===== src/rtl/core/sst_pkg.sv =====
// ----------------------------------------------------------------------------
// sst_pkg: shared types and constants of the tone oscillator
// Request and result payloads, configuration write bundle, command codes
// and the back-end state encoding.
// ----------------------------------------------------------------------------
package sst_pkg;

  // Widths of the fixed payload fields and registers.
  localparam int unsigned FieldW   = 16;
  localparam int unsigned CfgDataW = 17;
  localparam int unsigned VolW     = 16;
  localparam int unsigned DutyW    = 17;
  localparam int unsigned RomW     = 15;
  localparam int unsigned DutyShift = 16;
  localparam int unsigned VolShift  = 15;

  // Full-scale values and reset values of the registers.
  localparam logic [VolW-1:0]   VolFull          = 16'd32768;
  localparam logic [DutyW-1:0]  DutyFull         = 17'd65536;
  localparam logic [VolW-1:0]   VolumeReset      = 16'd32768;
  localparam logic [DutyW-1:0]  DutyReset        = 17'd32768;
  localparam logic [FieldW-1:0] StartPeriodReset = 16'd100;

  typedef enum logic {
    OP_TICK   = 1'b0,
    OP_RETUNE = 1'b1
  } opcode_e;

  typedef enum logic {
    WAVE_SINE   = 1'b0,
    WAVE_SQUARE = 1'b1
  } wave_e;

  typedef enum logic [1:0] {
    REG_WAVE_SELECT  = 2'd0,
    REG_VOLUME       = 2'd1,
    REG_DUTY         = 2'd2,
    REG_START_PERIOD = 2'd3
  } cfg_reg_e;

  // Command classes handed from the front end to the back end.
  typedef enum logic [1:0] {
    CMD_TICK   = 2'd0,
    CMD_RETUNE = 2'd1,
    CMD_REJECT = 2'd2
  } cmd_e;

  typedef enum logic [3:0] {
    BK_INIT,
    BK_IDLE,
    BK_TICK,
    BK_DIV,
    BK_ROM,
    BK_MUL,
    BK_SIGN,
    BK_RT_MUL,
    BK_RT_DIV,
    BK_EMIT
  } bk_state_e;

  typedef struct packed {
    opcode_e           opcode;
    logic [FieldW-1:0] target_period;
  } in_req_t;

  typedef struct packed {
    logic signed [FieldW-1:0] sample;
    logic [FieldW-1:0]        phase_used;
    logic                     retune_error;
  } out_rsp_t;

  typedef struct packed {
    logic                we;
    cfg_reg_e            idx;
    logic [CfgDataW-1:0] data;
  } cfg_wr_t;

endpackage


===== src/rtl/core/sst_front.sv =====
// ----------------------------------------------------------------------------
// sst_front: request intake and classification
// Accepts requests, sorts them into tick, retune and rejected retune, and
// holds them in a two-entry command queue for the back end.
// ----------------------------------------------------------------------------
module sst_front import sst_pkg::*; #(
  parameter int unsigned PERIOD_BITS = 16
) (
  input  logic                   clk_i,
  input  logic                   rst_ni,
  input  logic                   init_done_i,
  input  logic                   in_valid_i,
  output logic                   in_ready_o,
  input  in_req_t                in_req_i,
  output logic                   cmd_valid_o,
  output cmd_e                   cmd_kind_o,
  output logic [PERIOD_BITS-1:0] cmd_np_o,
  input  logic                   cmd_pop_i
);

  localparam int unsigned QueueDepth = 2;
  localparam int unsigned PtrW       = $clog2(QueueDepth);
  localparam int unsigned CntW       = $clog2(QueueDepth + 1);

  cmd_e                   kind_q [QueueDepth];
  logic [PERIOD_BITS-1:0] np_q   [QueueDepth];
  logic [PtrW-1:0]        wr_q, wr_d;
  logic [PtrW-1:0]        rd_q, rd_d;
  logic [CntW-1:0]        cnt_q, cnt_d;
  logic [PERIOD_BITS-1:0] np_in;
  cmd_e                   kind_in;
  logic                   push;

  // The new period is cut to the period width before the zero check.
  assign np_in = PERIOD_BITS'(in_req_i.target_period);

  always_comb begin
    case (in_req_i.opcode)
      OP_TICK:   kind_in = CMD_TICK;
      OP_RETUNE: kind_in = (np_in == '0) ? CMD_REJECT : CMD_RETUNE;
      default:   kind_in = CMD_TICK;
    endcase
  end

  // Queue handshake.
  assign in_ready_o  = init_done_i && (cnt_q != CntW'(QueueDepth));
  assign push        = in_valid_i && in_ready_o;
  assign cmd_valid_o = (cnt_q != '0);
  assign cmd_kind_o  = kind_q[rd_q];
  assign cmd_np_o    = np_q[rd_q];

  // Pointer and fill count update.
  always_comb begin
    wr_d  = wr_q;
    rd_d  = rd_q;
    cnt_d = cnt_q;
    if (push) begin
      wr_d = wr_q + PtrW'(1);
    end
    if (cmd_pop_i) begin
      rd_d = rd_q + PtrW'(1);
    end
    case ({push, cmd_pop_i})
      2'b10:   cnt_d = cnt_q + CntW'(1);
      2'b01:   cnt_d = cnt_q - CntW'(1);
      default: cnt_d = cnt_q;
    endcase
  end

  always_ff @(posedge clk_i or negedge rst_ni) begin
    if (!rst_ni) begin
      wr_q  <= '0;
      rd_q  <= '0;
      cnt_q <= '0;
    end else begin
      wr_q  <= wr_d;
      rd_q  <= rd_d;
      cnt_q <= cnt_d;
    end
  end

  // Queue storage.
  always_ff @(posedge clk_i) begin
    if (push) begin
      kind_q[wr_q] <= kind_in;
      np_q[wr_q]   <= np_in;
    end
  end

`ifndef ASSERT_OFF
  // The back end must never take a command from an empty queue.
  assert property (@(posedge clk_i) disable iff (!rst_ni)
    cmd_pop_i |-> (cnt_q != '0))
    else $error("command popped from empty queue");
`endif

endmodule


===== config.mk =====
export PLATFORM = sky130hd
export DESIGN_NAME = sst_front
export DESIGN_NICKNAME = d
export VERILOG_FILES = /design/src/rtl/core/sst_pkg.sv /design/src/rtl/core/sst_front.sv
export SDC_FILE = /design/constraint.sdc
export NUM_CORES = 1
export LEC_CHECK = 0
export BUFFER_PORTS_ARGS = -buffer_cell sky130_fd_sc_hd__buf_2
export CORE_MARGIN = 1.5
export CORE_UTILIZATION = 40
export DETAILED_ROUTE_END_ITERATION = 10
export PLACE_DENSITY_LB_ADDON = 0.15
export SYNTH_ARGS = -nofsm -noshare
export SYNTH_HDL_FRONTEND = slang
export SYNTH_SLANG_ARGS = --single-unit

===== constraint.sdc =====
create_clock -name clk_i -period 4.6 [get_ports clk_i]
set_input_delay 0.92 -clock clk_i [delete_from_list [all_inputs] [get_ports clk_i]]
set_output_delay 0.92 -clock clk_i [all_outputs]
set_load 0.005 [all_outputs]

==> impl_results.md, run 1 <==
- Status: complete, no violations
- Finished Layout Cells: roughly 180
- Hold buffer count at CTS: 0
- Vias: 835
- Initial core utilization: 0.424
- CTS tree: yes
- Routed Antenna Nets: 0
- Final #Nets: around 150
- Seq/Total Area, Yosys: 0.744
- Clock sink total: 40
- Post-DP HPWL: 1860 um
- Fin area: around 0.002 sq mm
- Die Width: 66.0 um
- Hold Slack: 435 ps
- WP data arrival: 1810 ps
- Max Clock Skew: 5.89 ps
- Core area: 0.00374 sq mm
- Initial DRC Count: 44
- CTS root buffer: clkbuf_8
- Total power: approximately 1.1 mW
- Fin. Hold Viols: 0
- Crit-path slowest cell: dfrtp_1
- Pre-Repair DR Iteration Count: 5
- Routability cong.: 0.701
- First-pass GRT wire length: between 4000 and 5000 um
- WS Path Type: flip-flop to output pin
- I/O pin cnt: 42
- Synth Area per Inst: 19.3 sq um
- Ys Warns: 0
- Crit path buf inv count: 1
- Synth area leader: edfxtp_1
- Total grt overflow: 0
- EDFF count, synth: 36
- Slew at the pin with the worst max-slew slack: 977 ps
- DP Cell Count: 170
- Max Buffers Root-to-Sink: 2
- Crit path launch type: flip-flop
- Postcts setup bufs: 0
- Via density: 4.69
- Yosys reg bits: 40
- CP max stage delay: 990 ps
- CTS buffer count: 5
- Setup TNS: 0 ps
- Post-synth cell types: 19
- Worst EP required: 3680 ps
- I/O Buffers: 41
- Initial antenna violation count: 0
- Critical Path End Type: output pin
- # diodes: 0
- Most used DFF post-synth: edfxtp_1
- Final Critical Period: 2730 ps
- VDD IR-drop max: 298 uV
- Post-Syn Instances: 82
- Post-Syn Area: around 0.0016 sq mm
- FP Rows: 22
- Critical Path, Cell by Cell: mux2_2 -> buf_2
- DRT Wirelength: 2670 um
- Clock latency on the worst-skew pair: roughly 280 ps
- Max-slew headroom: 0.348
- Critical Path Fanout Max: 19
- Synth top area cells: edfxtp_1 (68%), mux2_4 (8.5%), dfrtp_1 (6.3%)
- Number of global-route vias before repair: 867
- Pwr dens: 541 mW/mm^2
- Area growth, synth to finish: 22.6%
- Worst hold path type: primary input to asynchronous set/reset pin
- Peak Freq: between 300 and 400 MHz
- Proportion of layout cells with a drive suffix above 1: 0.515
- Total nets after synthesis: 105
- Async S/R FF share, synth: 0.100
- Synth top area share: 0.681
- Post_cts resized: 0
- Chip Height: 66.0 um
- Die area: 0.00435 sq mm
- Period utilisation layout: 0.595
- Finish-stage setup viols: 0
- Largest net degree at the start of global routing: 20
- Tot GR Track Use: 0.136
- Htree depth: 2
- Leakage: approximately 0.77 nW
- DRC: 0
- Family with the most delay on the worst path: flip-flops
- Placed Area: 0.00184 sq mm
- DR WL/cell: 15.0 um
- Max-capacitance violation count: 0
- RSZ-0062 raised after global routing: false
- Pins Over Slew Limit: 0
- Clk slew on worst S/H paths: 70 ps
[state kept, by name, indices dropped and copies added (netlist names)]
| name | cells |
|---|---|
| np_q | 32 |
| kind_q | 4 |
| cnt_q | 2 |
| rd_q | 1 |
| wr_q | 1 |
[layout make-up]
cell class	count	area [sq um]
clock buffers	6	72.6
clock inverters	2	35.0
fillers	341	1800
inverters	3	11.3
multi-input cells	37	372
flip-flops and latches	40	1180
well taps	48	60.1
repair buffers	42	213
[per-layer routing]
layer	vias to the layer above	wire, um	GRT usage
met5	-	0	0
met4	0	32	0.0536
met3	4	165	0.0375
met2	31	1280	0.234
met1	392	1190	0.161
li1	408	-	-
[synth_stat cells, types with 2 or more instances]
| library cell | count |
|---|---|
| nor2_1 | 3 |
| mux2_2 | 7 |
| mux2_4 | 9 |
| buf_6 | 2 |
| edfxtp_1 | 36 |
| inv_1 | 2 |
| xnor2_1 | 4 |
| dfrtp_1 | 4 |
| mux2_1 | 2 |
| nor4_1 | 4 |
[through the flow]
step | setup slack [ps] | util
6_report | 1870 | 0.519
5_1_grt | 1760 | 0.519
4_1_cts | 1820 | 0.519
3_5_place_dp | 2120 | 0.491
3_3_place_gp | 2130 | 0.491
2_1_floorplan | 2380 | -
[worst paths after layout]
kind	startpoint	end	slack, ps	cells past startpoint
hold / removal	rst_ni	wr_q$_DFFE_PN0P_	440	1
setup reg to reg	cnt_q[0]$_DFFE_PN0P_	kind_q[1][1]$_DFFE_PP_	2800	3
setup / recovery	rd_q$_DFFE_PN0P_	cmd_np_o[15]	1870	2
max in group asynchronous	rst_ni	cnt_q[0]$_DFFE_PN0P_	4040	1
hold reg to reg	wr_q$_DFFE_PN0P_	wr_q$_DFFE_PN0P_	510	1
min in group clk_i	wr_q$_DFFE_PN0P_	wr_q$_DFFE_PN0P_	510	1
[kinds of logic after synthesis]
kind of cell,after synthesis,synth area share
compound gates,2,0.0126
fa+ha+maj,1,0.00789
flops,40,0.744
xor+xnor,5,0.0276
mux,18,0.149
simple gates,11,0.0371
buf+inv,5,0.0213
[placed cells by master, fill, tap and decap left out]
master | Yosys | final
ha_1 | 1 | 1
xor2_1 | 1 | 1
bufinv_16 | 0 | 1
edfxtp_1 | 36 | 36
buf_2 | 0 | 41
clkinv_2 | 0 | 1
xnor2_1 | 4 | 4
nor2_1 | 3 | 3
dfrtp_1 | 4 | 4
buf_4 | 0 | 1
inv_1 | 2 | 2
inv_2 | 1 | 1
mux2_2 | 7 | 7
mux2_1 | 2 | 2
nor4_1 | 4 | 4
nand4_1 | 1 | 1
clkbuf_8 | 0 | 5
nand2_1 | 1 | 1
mux2_4 | 9 | 9
o211ai_2 | 1 | 1
and3_1 | 1 | 1
a21boi_1 | 1 | 1
clkbuf_1 | 0 | 1
and2_1 | 1 | 1
[worst reg2reg max path: cells and delay by family, from the launching register on]
kind,cells,cell delay [ps]
buffers and inverters,1,60
AND/OR/NAND/NOR,1,770
flip-flops,1,450
AO/OA/AOI/OAI,1,150
[report_power, final]
| part | internal [mW] | switching (mW) |
|---|---|---|
| logic | 0.158 | 0.0970 |
| clock network | 0.161 | 0.114 |
| registers | 0.459 | 0.0631 |
| total | 0.778 | 0.274 |
(Power assumes the default switching activity.)
==> run 2: changes to the inputs <==
Clock period 4.6 ns to 2.5 ns, I/O delays scaled along.
==> run 2 against run 1 <==
  * Register-to-register slack worse by 1900 ps
  * Sequential power is 73% higher
  * Sequential share of layout area is 0.39 points higher
  * Critical path depth is 1 higher
  * Utilization is 0.33 points lower
  * Total power is 74% higher
  * Critical path type unchanged
  * Global-route usage is 0.43 points lower
  * Die area stayed put
  * Highest routed layer unchanged
  * Via count is 0.96% higher
  * Design area is 0.64% lower
==> impl_results.md, run 2 (synthesized netlist as in run 1, its figures left out) <==
- Status: complete, no violations
- DP Cell Count: 172
- Placed Area: 0.00185 sq mm
- Max reg flops: 32
- Finish-stage setup viols: 0
- Area growth, synth to finish: 21.8%
- Vias: around 840
- DP Worst Slack: 690 ps
- CTS tree: yes
- M1 WL: 1100 um
- Metal2 WL: 1230 um
- Die Width: between 60 and 70 um
- CTS root buffer: clkbuf_8
- I/O Buffers: a little over 40
- Clock power share: 0.217
- Post-DP HPWL: 1790 um
- Postcts setup bufs: 0
- CP startpoint: rd_q$_DFFE_PN0P_
- Final Critical Period: 2100 ps
- Max Clock Skew: 5.91 ps
- CTS buffer count: 5
- Total grt overflow: 0
- Initial antenna violation count: 0
- Worst setup path end: cmd_np_o[15]
- Core area: about 0.0037 sq mm
- Proportion of layout cells with a drive suffix above 1: 0.508
- Leakage: approximately 0.76 nW
- Crit path launch type: flip-flop
- CP Depth: 3
- Post_cts resized: 0
- DR WL/cell: around 14 um
- Hold Slack: 12.1 ps
- Final #Nets: about 150
- Via density: 4.68
- Worst R2R Setup Slack: 920 ps
- Hold buffer count at CTS: 0
- Max-capacitance violation count: 0
- Register-to-Register Path Depth: 4
- Routability cong.: 0.688
- Max Buffers Root-to-Sink: 2
- Critical Path End Type: output pin
- Family with the most delay on the worst path: flip-flops
- WS Path Type: flip-flop to output pin
- Pwr dens: 946 mW/mm^2
- Htree depth: 2
- Most frequent cells in the layout: buf_2 (41), edfxtp_1 (36), mux2_4 (9)
- Pins Over Slew Limit: 0
- Peak Freq: approximately 480 MHz
- DRT Wirelength: about 2500 um
- Met3 Routed Length: 157 um
- Most flop-heavy register: np_q
- Critical Path Fanout Max: 15
- Reg2Reg Capture Point: kind_q[1][1]$_DFFE_PP_
- Finished Layout Cells: 180
- WP data arrival: 1600 ps
- Critical Path, Cell by Cell: buf_4 -> mux2_2 -> buf_2
- Util after Layout: 0.516
- First-pass GRT wire length: about 4000 um
- Routed Antenna Nets: 0
- I/O pin cnt: 42
- Final setup margin: slightly above 400 ps
- CP max stage delay: 500 ps
- Seq pwr share: 0.496
- Initial DRC Count: between 40 and 50
- Clock latency on the worst-skew pair: 280 ps
- Fin. Hold Viols: 0
- Crit path buf inv count: 2
- FP Rows: 22
- Sw Share: 0.268
- Top flop regs: np_q: 32 flops, kind_q: 4 flops, cnt_q: 2 flops
- Commonest non-fill, non-tap cell in the layout: buf_2
- Max-slew headroom: 0.731
- VDD IR-drop max: roughly 450 uV
- RSZ-0062 raised after global routing: false
- Initial core utilization: 0.424
- Top sig layer: met4
- Pre-Repair DR Iteration Count: 3
- Slew at the pin with the worst max-slew slack: around 400 ps
- Tot GR Track Use: 0.132
- Period utilisation layout: 0.838
- Number of global-route vias before repair: about 850
- DRC: 0
- Launching point of the worst reg2reg path: cnt_q[0]$_DFFE_PN0P_
- # diodes: 0
- Fin area: 0.00193 sq mm
- Largest net degree at the start of global routing: 19
- Setup TNS: 0 ps
- NetSw: 490 uW
- Crit-path slowest cell: dfrtp_1
- Internal Power: between 1 and 1.5 mW
- Layout filler cell count: about 340
- Clk slew on worst S/H paths: 70 ps
- Worst EP required: 2000 ps
- Total power: around 1.8 mW
- Chip Height: 66.0 um
- Combinational fraction of design power: 0.288
- Worst hold path type: primary input to asynchronous set/reset pin
- Clock sink total: 40
- Die area: about 0.0044 sq mm
[run 2: worst min-delay path by stage]
stage / startpoint / slack, ps / cells past startpoint / endpoint
4_1_cts: rst_ni / 4 / 1 / rd_q$_DFFE_PN0P_
3_3_place_gp: rst_ni / 310 / 1 / cnt_q[0]$_DFFE_PN0P_
6_report: rst_ni / 10 / 1 / rd_q$_DFFE_PN0P_
2_1_floorplan: rst_ni / 200 / 0 / cnt_q[0]$_DFFE_PN0P_
3_5_place_dp: rst_ni / 310 / 1 / cnt_q[0]$_DFFE_PN0P_
5_1_grt: rst_ni / 0.8 / 1 / rd_q$_DFFE_PN0P_
[run 2: power by group through the flow]
stage	clock, mW	combinational, mW	sequential, mW
after global placement	0	0.536	0.913
after detailed placement	0	0.538	0.920
after global routing	0.447	0.582	0.917
after CTS	0.409	0.540	0.906
after floorplan	0	0.386	0.894
final	0.396	0.526	0.905
[run 2: metal layers]
| metal | GRT usage | up-vias |
|---|---|---|
| li1 | - | 410 |
| met1 | 0.161 | 394 |
| met2 | 0.207 | 35 |
| met4 | 0.0536 | 0 |
| met5 | 0 | - |
| met3 | 0.0528 | 4 |
[run 2: cell type report]
class / instances / area, sq um / share of cell area
Tap cell: 48 / 60.1 / 0.0311
Clock inverter: 1 / 3.75 / 0.00194
Clock buffer: 7 / 76.3 / 0.0395
Inverter: 3 / 11.3 / 0.00583
Sequential cell: 40 / 1180 / 0.611
Multi-Input combinational cell: 37 / 372 / 0.192
Timing Repair Buffer: 44 / 228 / 0.118
[run 2: worst reg2reg max path, cell delays in order (launching register included)]
cell	delay, ps
dfrtp_1	450
inv_2	60
a21boi_1	170
and3_1	320
buf_4	280
